[config.mk]
export PLATFORM = sky130hd
export DESIGN_NAME = wifi_join_link_tracker
export DESIGN_NICKNAME = d
export VERILOG_FILES = /design/src/rtl/core/wjlt_pkg.sv /design/src/rtl/core/wjlt_in_stage.sv /design/src/rtl/core/wjlt_step.sv /design/src/rtl/core/wifi_join_link_tracker.sv
export VERILOG_INCLUDE_DIRS = /design/src /design/src/rtl/core
export SDC_FILE = /design/constraint.sdc
export NUM_CORES = 1
export LEC_CHECK = 0
export BUFFER_PORTS_ARGS = -buffer_cell sky130_fd_sc_hd__buf_2
export CORE_MARGIN = 3
export CORE_UTILIZATION = 54
export CTS_BUF_LIST = sky130_fd_sc_hd__clkbuf_4 sky130_fd_sc_hd__clkbuf_8
export CTS_CLUSTER_DIAMETER = 80
export CTS_CLUSTER_SIZE = 14
export DETAILED_ROUTE_END_ITERATION = 7
export PLACE_DENSITY_LB_ADDON = 0.1
export SKIP_CTS_REPAIR_TIMING = 1
export SYNTH_ARGS = -nofsm -noshare
export SYNTH_HDL_FRONTEND = slang
export SYNTH_HIERARCHICAL = 1
export SYNTH_SLANG_ARGS = --single-unit
[constraint.sdc]
create_clock -name clk -period 3.5 [get_ports clk]
set_clock_uncertainty 0.05 [all_clocks]
set_input_delay 0.7 -clock clk [delete_from_list [all_inputs] [get_ports clk]]
set_output_delay 0.7 -clock clk [all_outputs]
set_load 0.005 [all_outputs]
[src/rtl/core/wifi_join_link_tracker_defines.svh]
// ----------------------------------------------------------------------------
// wifi_join_link_tracker_defines.svh
// Assertion macros shared by the join link tracker RTL.
// ----------------------------------------------------------------------------
`ifndef WIFI_JOIN_LINK_TRACKER_DEFINES_SVH
`define WIFI_JOIN_LINK_TRACKER_DEFINES_SVH

// Same-cycle implication, checked out of reset
`define WJLT_ASSERT_IMPL(lbl, ante, cons) \
  lbl: assert property (@(posedge clk) disable iff (!rst_n) (ante) |-> (cons)) \
    else $error("wjlt check failed");

// Next-cycle implication, checked out of reset
`define WJLT_ASSERT_NEXT(lbl, ante, cons) \
  lbl: assert property (@(posedge clk) disable iff (!rst_n) (ante) |=> (cons)) \
    else $error("wjlt check failed");

`endif

[src/rtl/core/wjlt_pkg.sv]
// ----------------------------------------------------------------------------
// wjlt_pkg
// Types, codes and widths shared by the join link tracker modules.
// ----------------------------------------------------------------------------
package wjlt_pkg;

  // Tick timer width and the width used for limit compares
  localparam int TIMER_BITS = 24;
  localparam int LIMIT_W    = 24;
  localparam int CMP_W      = (TIMER_BITS > LIMIT_W) ? TIMER_BITS : LIMIT_W;

  // Join machine phases
  typedef enum logic [1:0] {
    PH_IDLE    = 2'd0,
    PH_JOINING = 2'd1,
    PH_JOINED  = 2'd2,
    PH_FAILED  = 2'd3
  } phase_t;

  // Item kinds
  localparam logic FUNC_POLL  = 1'b0;
  localparam logic FUNC_EVENT = 1'b1;

  // Firmware event kinds
  localparam logic [2:0] EV_LINK   = 3'd0;
  localparam logic [2:0] EV_SUPP   = 3'd1;
  localparam logic [2:0] EV_DISASC = 3'd2;
  localparam logic [2:0] EV_SSID   = 3'd3;

  // Event status words of interest
  localparam logic [31:0] ST_AUTH_OK   = 32'd6;
  localparam logic [31:0] ST_SEC_REJ   = 32'd1;
  localparam logic [31:0] ST_NOT_FOUND = 32'd3;

  // Link flag bits: 0 up, 1 auth, 2 failed
  localparam int FB_UP   = 0;
  localparam int FB_AUTH = 1;
  localparam int FB_FAIL = 2;
  localparam logic [2:0] FL_FAILED_ONLY = 3'b100;

  // Link status codes (two's complement)
  localparam logic [1:0] LS_PENDING = 2'b00;
  localparam logic [1:0] LS_JOINED  = 2'b01;
  localparam logic [1:0] LS_FAILED  = 2'b11;

  // Join error codes
  localparam logic [1:0] JE_NONE      = 2'd0;
  localparam logic [1:0] JE_SEC_REJ   = 2'd1;
  localparam logic [1:0] JE_NOT_FOUND = 2'd2;

  // Configuration register indexes
  localparam logic [1:0] CFG_OPEN    = 2'd0;
  localparam logic [1:0] CFG_JOIN_TO = 2'd1;
  localparam logic [1:0] CFG_RETRY   = 2'd2;

  typedef struct packed {
    logic        func;
    logic        on_event_channel;
    logic [2:0]  event_kind;
    logic [31:0] event_status;
    logic        link_flag;
  } item_t;

  typedef struct packed {
    logic                open_network;
    logic [LIMIT_W-1:0]  join_timeout_ticks;
    logic [LIMIT_W-1:0]  retry_delay_ticks;
  } cfg_t;

  typedef struct packed {
    logic [1:0] join_error;
    logic       event_handled;
    logic       stop_join;
    logic       start_join;
    logic [1:0] link_status;
    logic       link_failed;
    logic       link_auth;
    logic       link_up;
    logic [1:0] join_state;
  } result_t;

endpackage

[src/rtl/core/wjlt_in_stage.sv]
// ----------------------------------------------------------------------------
// wjlt_in_stage
// Input register: captures one item per cycle, holds it while downstream stalls.
// ----------------------------------------------------------------------------
module wjlt_in_stage (
  input  logic            clk,
  input  logic            rst_n,
  input  logic            in_valid,
  input  wjlt_pkg::item_t in_item,
  output logic            in_ready,
  input  logic            advance,
  output logic            stage_valid,
  output wjlt_pkg::item_t stage_item
);
  import wjlt_pkg::*;

  logic  valid_r, valid_nxt;
  item_t item_r;

  // Stage frees up when empty or when its item moves on this cycle
  assign in_ready = !valid_r || advance;

  always_comb begin
    valid_nxt = valid_r;
    if (in_ready) begin
      valid_nxt = in_valid;
    end
  end

  always_ff @(posedge clk) begin
    if (!rst_n) begin
      valid_r <= 1'b0;
    end else begin
      valid_r <= valid_nxt;
    end
  end

  // Payload, no reset
  always_ff @(posedge clk) begin
    if (in_ready && in_valid) begin
      item_r <= in_item;
    end
  end

  assign stage_valid = valid_r;
  assign stage_item  = item_r;

endmodule

[src/rtl/core/wjlt_step.sv]
// ----------------------------------------------------------------------------
// wjlt_step
// Join machine, link flags and tick timer: one item's update and its result.
// ----------------------------------------------------------------------------
module wjlt_step (
  input  logic              clk,
  input  logic              rst_n,
  input  logic              fire,
  input  wjlt_pkg::item_t   item,
  input  wjlt_pkg::cfg_t    cfg,
  output wjlt_pkg::result_t res
);
  import wjlt_pkg::*;

  phase_t                phase_r, phase_nxt;
  logic [2:0]            flags_r, flags_nxt;
  logic [TIMER_BITS-1:0] timer_r, timer_nxt;

  logic [TIMER_BITS-1:0] timer_inc;
  logic                  flags_ok;
  logic                  join_to_hit;
  logic                  retry_hit;
  logic [2:0]            ev_flags;
  logic                  start_c, stop_c, handled_c;
  logic [1:0]            err_c;

  // Saturating tick and limit compares
  assign timer_inc   = (&timer_r) ? timer_r : timer_r + 1'b1;
  assign join_to_hit = CMP_W'(timer_inc) >= CMP_W'(cfg.join_timeout_ticks);
  assign retry_hit   = CMP_W'(timer_inc) >= CMP_W'(cfg.retry_delay_ticks);
  assign flags_ok    = flags_r[FB_UP] && flags_r[FB_AUTH];

  // Next state and result
  always_comb begin
    phase_nxt = phase_r;
    flags_nxt = flags_r;
    timer_nxt = timer_r;
    start_c   = 1'b0;
    stop_c    = 1'b0;
    handled_c = 1'b0;
    err_c     = JE_NONE;
    ev_flags  = flags_r;

    if (item.func == FUNC_POLL) begin
      timer_nxt = timer_inc;
      unique case (phase_r)
        PH_IDLE: begin
          flags_nxt = '0;
          timer_nxt = '0;
          phase_nxt = PH_JOINING;
          start_c   = 1'b1;
        end
        PH_JOINING: begin
          if (flags_ok) begin
            phase_nxt = PH_JOINED;
          end else if (flags_r == FL_FAILED_ONLY || join_to_hit) begin
            timer_nxt = '0;
            stop_c    = 1'b1;
            phase_nxt = PH_FAILED;
          end
        end
        PH_JOINED: begin
          timer_nxt = '0;
          if (!flags_ok) begin
            stop_c    = 1'b1;
            phase_nxt = PH_FAILED;
          end
        end
        PH_FAILED: begin
          if (retry_hit) begin
            timer_nxt = '0;
            phase_nxt = PH_IDLE;
          end
        end
        default: begin
          phase_nxt = PH_IDLE;
        end
      endcase
    end else if (item.on_event_channel) begin
      // Open network forces auth before the event applies
      ev_flags[FB_AUTH] = flags_r[FB_AUTH] | cfg.open_network;
      handled_c = 1'b1;
      if (item.event_kind == EV_LINK && item.event_status == '0) begin
        ev_flags[FB_UP] = item.link_flag;
      end else if (item.event_kind == EV_SUPP) begin
        ev_flags[FB_AUTH] = (item.event_status == ST_AUTH_OK);
      end else if (item.event_kind == EV_DISASC) begin
        ev_flags = FL_FAILED_ONLY;
      end else if (item.event_kind == EV_SSID) begin
        if (item.event_status == ST_SEC_REJ) begin
          err_c = JE_SEC_REJ;
        end else if (item.event_status == ST_NOT_FOUND) begin
          err_c = JE_NOT_FOUND;
        end
      end else begin
        handled_c = 1'b0;
      end
      flags_nxt = ev_flags;
    end
  end

  always_ff @(posedge clk) begin
    if (!rst_n) begin
      phase_r <= PH_IDLE;
      flags_r <= '0;
      timer_r <= '0;
    end else if (fire) begin
      phase_r <= phase_nxt;
      flags_r <= flags_nxt;
      timer_r <= timer_nxt;
    end
  end

  // Result reflects state after this item
  always_comb begin
    res.join_state    = phase_nxt;
    res.link_up       = flags_nxt[FB_UP];
    res.link_auth     = flags_nxt[FB_AUTH];
    res.link_failed   = flags_nxt[FB_FAIL];
    if (flags_nxt[FB_UP] && flags_nxt[FB_AUTH]) begin
      res.link_status = LS_JOINED;
    end else if (flags_nxt == FL_FAILED_ONLY) begin
      res.link_status = LS_FAILED;
    end else begin
      res.link_status = LS_PENDING;
    end
    res.start_join    = start_c;
    res.stop_join     = stop_c;
    res.event_handled = handled_c;
    res.join_error    = err_c;
  end

endmodule

[src/rtl/core/wifi_join_link_tracker.sv]
// ----------------------------------------------------------------------------
// wifi_join_link_tracker
// Network join supervisor: link flags, join machine and tick timer.
// ----------------------------------------------------------------------------
// Usage:
//   Input stream carries poll ticks and firmware events (in_tuser[0] = 0 poll,
//   1 event). Each accepted item gives exactly one result item on the out_
//   stream, in order: join phase, link flags, link status, start/stop pulses,
//   event handled flag and set ssid error.
//   Configuration (open network, join timeout, retry delay) is written through
//   cfg_we/cfg_index/cfg_data while no item is in flight; index 3 is ignored.
//   An accepted item passes the input register, then flag/timer/phase update
//   and compare logic, into the result register.
//   Throughput: one item per cycle while results are taken; the join machine
//   updates its state as each item moves on, so items may follow back to back.
//   Reset (rst_n low, synchronous): phase idle, flags and timer zero, open
//   network 0, both tick limits 10000, both stages empty.
//   When the receiver stalls the result is held; the input register still
//   takes one more item, after which in_tready drops until out_tready returns.
// ----------------------------------------------------------------------------
`include "wifi_join_link_tracker_defines.svh"

module wifi_join_link_tracker (
  input  logic        clk,
  input  logic        rst_n,
  // in_tdata: event_kind[2:0], event_status[34:3], link_flag[35], zero[39:36]
  input  logic [39:0] in_tdata,
  // in_tuser: func[0], on_event_channel[1]
  input  logic [1:0]  in_tuser,
  input  logic        in_tvalid,
  output logic        in_tready,
  // out_tdata: join_state[1:0], link_up[2], link_auth[3], link_failed[4],
  //   link_status[6:5], start_join[7], stop_join[8], event_handled[9],
  //   join_error[11:10], zero[15:12]
  output logic [15:0] out_tdata,
  output logic        out_tvalid,
  input  logic        out_tready,
  input  logic        cfg_we,
  input  logic [1:0]  cfg_index,
  input  logic [23:0] cfg_data
);
  import wjlt_pkg::*;

  item_t   in_item;
  item_t   stage_item;
  logic    stage_valid;
  logic    advance;
  logic    fire;
  result_t res;
  result_t out_r;
  logic    out_valid_r, out_valid_nxt;
  cfg_t    cfg_r;

  // Unpack input payload
  assign in_item.func             = in_tuser[0];
  assign in_item.on_event_channel = in_tuser[1];
  assign in_item.event_kind       = in_tdata[2:0];
  assign in_item.event_status     = in_tdata[34:3];
  assign in_item.link_flag        = in_tdata[35];

  // Configuration registers
  always_ff @(posedge clk) begin
    if (!rst_n) begin
      cfg_r.open_network       <= 1'b0;
      cfg_r.join_timeout_ticks <= LIMIT_W'(10000);
      cfg_r.retry_delay_ticks  <= LIMIT_W'(10000);
    end else if (cfg_we) begin
      unique case (cfg_index)
        CFG_OPEN:    cfg_r.open_network       <= cfg_data[0];
        CFG_JOIN_TO: cfg_r.join_timeout_ticks <= cfg_data;
        CFG_RETRY:   cfg_r.retry_delay_ticks  <= cfg_data;
        default: begin
        end
      endcase
    end
  end

  // Result register frees up when empty or taken
  assign advance = !out_valid_r || out_tready;
  assign fire    = stage_valid && advance;

  wjlt_in_stage u_in_stage (
    .clk         (clk),
    .rst_n       (rst_n),
    .in_valid    (in_tvalid),
    .in_item     (in_item),
    .in_ready    (in_tready),
    .advance     (advance),
    .stage_valid (stage_valid),
    .stage_item  (stage_item)
  );

  wjlt_step u_step (
    .clk   (clk),
    .rst_n (rst_n),
    .fire  (fire),
    .item  (stage_item),
    .cfg   (cfg_r),
    .res   (res)
  );

  // Result register
  always_comb begin
    out_valid_nxt = out_valid_r;
    if (advance) begin
      out_valid_nxt = stage_valid;
    end
  end

  always_ff @(posedge clk) begin
    if (!rst_n) begin
      out_valid_r <= 1'b0;
    end else begin
      out_valid_r <= out_valid_nxt;
    end
  end

  always_ff @(posedge clk) begin
    if (fire) begin
      out_r <= res;
    end
  end

  assign out_tvalid = out_valid_r;
  assign out_tdata  = {4'b0000, out_r};

  // Checks
  `WJLT_ASSERT_IMPL(a_start_to_joining,
    out_valid_r && out_r.start_join, out_r.join_state == PH_JOINING)
  `WJLT_ASSERT_IMPL(a_stop_to_failed,
    out_valid_r && out_r.stop_join, out_r.join_state == PH_FAILED)
  `WJLT_ASSERT_IMPL(a_joined_flags,
    out_valid_r && out_r.link_status == LS_JOINED, out_r.link_up && out_r.link_auth)
  `WJLT_ASSERT_NEXT(a_full_blocks_input,
    stage_valid && !advance && !fire, stage_valid)

endmodule

==> impl_metrics.py, run 1 <==
metrics = {
    "critical_path": {
        "end_kind": "flip-flop",
        "ff2ff_setup_slack_ns": -0.23,
        "r2r_end": "out_tdata[0]$_DFFE_PP_",
        "rr_startpoint": "u_step/timer_r[4]$_SDFFE_PN0P_",
        "required_ns": 3.65,
        "cp_max_fo": 8,
        "reg2regPathDepth": 14,
        "arrival_ns": 3.88,
        "critPathKind": "reg -> reg",
        "critPathLaunchType": "flip-flop",
    },
    "final_layout": {
        "num_antenna_cells": 0,
        "fin_area_um2": 9163,
        "nNetsFinal": 997,
        "syn_to_final_growth_pct": 29.77,
        "final_cell_count_no_fill": 1056,
        "drive_gt1_share_pct": 35.52,
    },
    "run_status": {
        "status": "finished, violations left",
        "failed_checks": "setup timing",
    },
    "timing": {
        "final.min_clock_period_ns": 3.725,
        "worst_slew_pin_slew_ns": 0.9836,
        "rsz0062_at_grt": "true",
        "fmax_ghz": 0.2684,
        "timing.final.ws_setup_ns": -0.2252,
        "finalCritPeriodShare_pct": 106.4,
        "hold_viol_final": 0,
        "slew_viol_final": 0,
        "setup_viol": 29,
        "fin_setup_tns_ns": -3.486,
        "slew_headroom_pct": 34.19,
    },
    "drt": {
        "drtIter0Drc": 328,
        "wl_per_cell_um": 16.16,
        "drc": 0,
        "drtAntennaViolNets": 0,
        "routed_via_density": 5.384,
        "drt_first_pass_iters": 5,
        "vias": 5685,
        "wirelength_um": 17070,
    },
    "global_routing": {
        "track_usage_pct": 22.74,
        "antenna_found_initial": 0,
        "grt_pass1_vias": 5583,
        "grt_pass1_wl_um": 25810,
        "grt_max_degree": 79,
        "overflow": 0,
    },
    "placed_design": {
        "placed_area_um2": 8114,
        "dpl.hpwl_um": 12020,
        "io_buffers": 82,
        "place_inst": 1011,
        "gp_congestion": 0.9028,
    },
    "pwr": {
        "power_leakage_uw": 0.004053,
        "ir_worst_vdd_mv": 0.3830,
        "power.density_nw_per_um2": 348.8,
    },
    "min_path": {
        "worstHoldStart": "in_tdata[4]",
        "holdPathEnd": "u_in_stage/stage_item[2]$_DFFE_PP_",
        "hold_depth": 1,
        "hold_class": "in -> reg",
    },
    "floorplan": {
        "die_area_um2": 14480,
        "die_w_um": 120.3,
        "io_pins": 91,
        "die_h_um": 120.3,
        "row_count": 41,
        "fp.coreArea_um2": 12720,
        "start_util_pct": 55.50,
    },
    "clock_tree": {
        "cts_root_buf": "clkbuf_8",
        "cts_tree": "built",
        "cts_buffers": 17,
        "clock_path_buffers": 2,
        "clk_pin_slew_ns": 0.08,
        "clock_latency_ns": 0.45,
        "cts.sinks": 130,
        "htreeDepth": 4,
    },
    "synthesis": {
        "ys_warn_count": 6,
        "synth_cells": 703,
        "synth_edf_count": 50,
        "synth-async-reset-ratio_pct": 0,
        "syn_avg_cell_area_um2": 10.04,
        "yosysUniqueCellTypes": 77,
        "seq_area_frac_synth_pct": 43.95,
        "ys_ff_latch": 130,
        "synthFlopType": "dfxtp_1",
        "synth_area_um2": 7061,
    },
    "job": {
        "maxCapViolCount": 0,
    },
}
==> cells in the mapped netlist, types with 7 or more instances <==
cell type	number	share of area, %
a32o_1	8	1.1
nand3_1	21	1.5
xnor2_1	18	2.2
inv_1	59	3.1
a21oi_1	18	1.3
nor4_1	12	1.1
o21ai_0	12	0.85
mux2i_1	51	7.2
nand2_1	95	5.1
edfxtp_1	50	21
buf_4	8	0.85
nor2_1	34	1.8
buf_2	12	0.85
nor3_1	15	1.1
nor2b_1	22	1.9
nand4_1	17	1.5
xor2_1	9	1.1
dfxtp_1	80	23
o211ai_1	7	0.74
ha_1	53	9.4
==> per-layer routing <==
layer	routed length, um	share of wire (%)	track usage, %
met1	7451	44	29.04
met2	8622	51	38.36
met4	245	1.4	7.365
met3	746	4.4	5.239
met5	0	0	0
==> critical path, stage by stage (launching register included) <==
cell and delay [ns]:
dfxtp_2 0.36, nand3_4 0.11, nor4_4 0.35, nand4_4 0.17
nand4b_4 0.31, or3_4 0.43, nand2_4 0.08, ha_1 0.26
nand4_1 0.19, nor4_4 0.07, a221oi_2 0.32, o2111ai_4 0.22
a21oi_2 0.22, o211ai_1 0.14, and2_1 0.20
==> cells by family after synthesis <==
group / Yosys count / share of synthesized area (%)
and+or+nand+nor: 261 / 20.08
DFF: 130 / 43.95
buffers and inverters: 95 / 6.929
AOI/OAI and AO/OA: 82 / 8.489
muxes: 54 / 7.762
adders and majority gates: 53 / 9.392
xor gates and xnor gates: 27 / 3.349
other: 1 / 0.05311
==> registers in the layout, indices dropped and copies added, names as in the netlist <==
register	count
out_tdata	12
u_in_stage/stage_valid	1
cfg_r	49
u_step/flags_r	3
u_step/phase_r	2
u_step/timer_r	24
u_in_stage/stage_item	38
out_tvalid	1
==> stage by stage <==
stage	setup WS [ns]	hold slack, ns	total power (uW)	utilization (%)
detailed placement	-0.5341	0.3992	1927	63.78
finish	-0.2252	0.3654	3196	72.02
floorplan	0.01019	0.3847	1835	-
CTS	-0.5641	0.3336	3207	66.92
global route	-0.3856	0.3353	3332	72.02
global placement	-0.4727	0.3961	1916	63.78
==> layout by cell type, fill, tap and decap left out, drive strengths merged, types with 3 or more instances in the layout <==
cell | Yosys | routed
a211oi | 4 | 4
a21boi | 3 | 3
a21o | 3 | 3
a21oi | 20 | 20
a221oi | 3 | 3
a31oi | 6 | 6
a32o | 8 | 8
and2 | 6 | 6
buf | 25 | 181
clkbuf | 10 | 18
clkinv | 1 | 7
conb | 1 | 4
dfxtp | 80 | 80
edfxtp | 50 | 50
ha | 53 | 53
inv | 59 | 63
mux2 | 3 | 3
mux2i | 51 | 51
nand2 | 95 | 95
nand2b | 5 | 5
nand3 | 23 | 23
nand3b | 3 | 3
nand4 | 18 | 18
nor2 | 34 | 34
nor2b | 22 | 22
nor3 | 20 | 20
nor3b | 4 | 4
nor4 | 15 | 15
o211ai | 7 | 7
o21ai | 14 | 14
or3 | 5 | 5
xnor2 | 18 | 18
xor2 | 9 | 9
==> worst max-delay path by stage <==
stage / from / to
2_1_floorplan: u_step/timer_r[3]$_SDFFE_PN0P_ / u_step/timer_r[14]$_SDFFE_PN0P_
3_3_place_gp: u_step/timer_r[9]$_SDFFE_PN0P_ / out_tdata[1]$_DFFE_PP_
3_5_place_dp: u_step/timer_r[9]$_SDFFE_PN0P_ / out_tdata[1]$_DFFE_PP_
4_1_cts: u_step/timer_r[9]$_SDFFE_PN0P_ / out_tdata[1]$_DFFE_PP_
5_1_grt: u_step/timer_r[3]$_SDFFE_PN0P_ / out_tdata[1]$_DFFE_PP_
6_report: u_step/timer_r[4]$_SDFFE_PN0P_ / out_tdata[0]$_DFFE_PP_
==> where the power goes <==
part / switching [uW] / internal, uW
logic: 147 / 117
registers: 26.0 / 1630
clock network: 629 / 652
total: 802 / 2390
==> area by class of cell <==
class | instances | area, um^2
Timing Repair Buffer | 181 | 1192
Inverter | 60 | 225.2
Clock buffer | 18 | 241.5
Sequential cell | 130 | 3123
Tap cell | 172 | 215.2
Fill cell | 981 | 3560
Multi-Input combinational cell | 481 | 4008
Clock inverter | 14 | 157.7
No activity file was read; power rests on OpenSTA's default activity.
==> run 2: changes to the inputs <==
CELL_PAD_IN_SITES_DETAIL_PLACEMENT = 1   (was unset)
CELL_PAD_IN_SITES_GLOBAL_PLACEMENT = 1   (was unset)
CORE_UTILIZATION = 42   (was 54)
==> impl_metrics.py, run 2 (synthesized netlist as in run 1, its figures left out) <==
metrics = {
    "drt": {
        "drc": 0,
        "drtAntennaViolNets": 0,
        "drt_first_pass_iters": 4,
        "drtIter0Drc": 208,
        "routed_via_density": 5.189,
        "wl_per_cell_um": 17.69,
        "vias": 5729,
        "wirelength_um": 19530,
    },
    "critical_path": {
        "cp.buffers_inverters": 4,
        "critPathKind": "reg -> reg",
        "r2r_end": "u_step/timer_r[9]$_SDFFE_PN0P_",
        "path_cells": "buf_4 -> nand4_1 -> nor4_4 -> buf_4 -> a31oi_4 -> nand4_1 -> xnor2_2 -> ha_1 -> and2_4 -> a221o_1 -> a221oi_2 -> o21ai_2 -> o21bai_4 -> buf_4 -> a21oi_4 -> buf_12 -> nor3_1",
        "cp_top_family": "compound AO/OA/AOI/OAI gates",
        "reg2regPathDepth": 17,
        "ff2ff_setup_slack_ns": -0.33,
        "end_kind": "flip-flop",
        "critPathLaunchType": "flip-flop",
        "arrival_ns": 4.14,
        "required_ns": 3.82,
        "cp_max_fo": 8,
        "rr_startpoint": "u_step/timer_r[12]$_SDFFE_PN0P_",
        "cpMostUsedCell": "buf_4",
        "slowest_delay_ns": 0.39,
        "cpMaxStageDelayCell": "xnor2_2",
    },
    "timing": {
        "rsz0062_at_grt": "true",
        "timing.final.ws_setup_ns": -0.3279,
        "worst_slew_pin_slew_ns": 1.068,
        "setup_viol": 29,
        "slew_viol_final": 0,
        "hold_viol_final": 0,
        "fmax_ghz": 0.2612,
        "final.min_clock_period_ns": 3.828,
        "slew_headroom_pct": 28.54,
        "finalCritPeriodShare_pct": 109.4,
    },
    "global_routing": {
        "track_usage_pct": 21.16,
        "grt_pass1_vias": 6172,
        "overflow": 0,
        "grt_max_degree": 79,
        "antenna_found_initial": 0,
        "grt_pass1_wl_um": 30460,
    },
    "floorplan": {
        "start_util_pct": 43.66,
        "die_w_um": 135.7,
        "io_pins": 91,
        "die_area_um2": 18400,
        "fp.coreArea_um2": 16170,
        "row_count": 46,
        "die_h_um": 135.7,
    },
    "final_layout": {
        "final_cell_count_no_fill": 1104,
        "final_util_pct": 56.44,
        "largest_reg_flops": 49,
        "final_cell_mix": "buf_4, nand2_1, buf_2",
        "num_antenna_cells": 0,
        "drive_gt1_share_pct": 33.56,
        "final-seq-area_um2": 3113,
        "nNetsFinal": 1001,
        "syn_to_final_growth_pct": 29.28,
        "multiInputGateArea_um2": 3900,
        "largest-register": "cfg_r",
        "nFillCells": 1822,
        "final_common_cell": "buf_4",
        "fin_area_um2": 9128,
    },
    "clock_tree": {
        "cts_root_buf": "clkbuf_8",
        "clock_latency_ns": 0.45,
        "cts.sinks": 130,
        "htreeDepth": 4,
        "clock_path_buffers": 2,
        "clk_pin_slew_ns": 0.08,
        "cts_buffers": 17,
        "cts_tree": "built",
    },
    "placed_design": {
        "io_buffers": 82,
        "placed_area_um2": 8217,
        "place_inst": 1063,
        "dpl.hpwl_um": 14350,
        "gp_congestion": 0.8692,
    },
    "pwr": {
        "ir_worst_vdd_mv": 0.2312,
        "power.density_nw_per_um2": 348.7,
        "power_leakage_uw": 0.004072,
    },
    "min_path": {
        "holdPathEnd": "u_in_stage/stage_item[20]$_DFFE_PP_",
        "worstHoldStart": "in_tdata[22]",
        "hold_depth": 1,
        "hold_class": "in -> reg",
    },
    "run_status": {
        "failed_checks": "setup timing",
        "status": "finished, violations left",
    },
    "job": {
        "maxCapViolCount": 0,
    },
}
==> run 2: changes by cell type in the layout (fill, tap and decap cells not counted), sizes merged <==
cell,delta
clkinv,-5
bufinv,-1
inv,+5
clkinvlp,+1
buf,+4
==> run 2: how the worst max path moves through the flow <==
| stage | depth (start not counted) | slack (ns) | start | endpoint |
|---|---|---|---|---|
| after global placement | 15 | -0.51 | u_step/timer_r[5]$_SDFFE_PN0P_ | out_tdata[1]$_DFFE_PP_ |
| after floorplan | 15 | 0.01 | u_step/timer_r[3]$_SDFFE_PN0P_ | u_step/timer_r[14]$_SDFFE_PN0P_ |
| after CTS | 14 | -0.64 | u_step/timer_r[8]$_SDFFE_PN0P_ | out_tdata[1]$_DFFE_PP_ |
| final | 17 | -0.33 | u_step/timer_r[12]$_SDFFE_PN0P_ | u_step/timer_r[9]$_SDFFE_PN0P_ |
| after global routing | 15 | -0.44 | u_step/timer_r[11]$_SDFFE_PN0P_ | out_tdata[1]$_DFFE_PP_ |
| after detailed placement | 14 | -0.58 | u_step/timer_r[5]$_SDFFE_PN0P_ | out_tdata[1]$_DFFE_PP_ |
==> run 2: cell type report <==
cell class	instances	share of cell area [%]
clock buffer	18	2.646
multi-input combinational	481	42.73
sequential	130	34.11
timing repair buffer	185	13.53
clock inverter	14	1.563
inverter	60	2.467
tap	216	2.961
==> run 2: metal layers <==
metal | vias to the layer above | part of all wire (%) | GRT usage (%)
li1 | 2815 | - | -
met1 | 2793 | 44 | 26.57
met2 | 100 | 51 | 36.48
met3 | 21 | 3.9 | 4.792
met4 | 0 | 1.6 | 6.159
met5 | - | 0 | 0
==> run 2: where the power goes <==
part | switching [uW] | internal [uW] | leakage (uW)
logic | 149 | 116 | 0.00275
clock network | 673 | 592 | 0.000188
registers | 27.8 | 1630 | 0.00114
total | 850 | 2330 | 0.00407
==> run 2: worst reg2reg max path, delay by kind of cell (launching register included) <==
kind	cells	cell delay, ns
buffers and inverters	4	0.62
AOI/OAI and AO/OA	6	1.27
adders and majority gates	1	0.31
DFF	1	0.35
xor gates and xnor gates	1	0.39
and+or+nand+nor	5	0.75
==> run 2: stage by stage <==
| step | TNS, ns | worst slack, ns | total power, uW | hold slack [ns] |
|---|---|---|---|---|
| after floorplan | 0 | 0.01019 | 1835 | 0.3847 |
| after CTS | -13.21 | -0.6421 | 3206 | 0.3338 |
| after global placement | -9.014 | -0.5052 | 1919 | 0.3956 |
| after detailed placement | -11.55 | -0.5758 | 1935 | 0.4017 |
| final | -6.457 | -0.3279 | 3183 | 0.3652 |
| after global routing | -11.24 | -0.4437 | 3335 | 0.3201 |
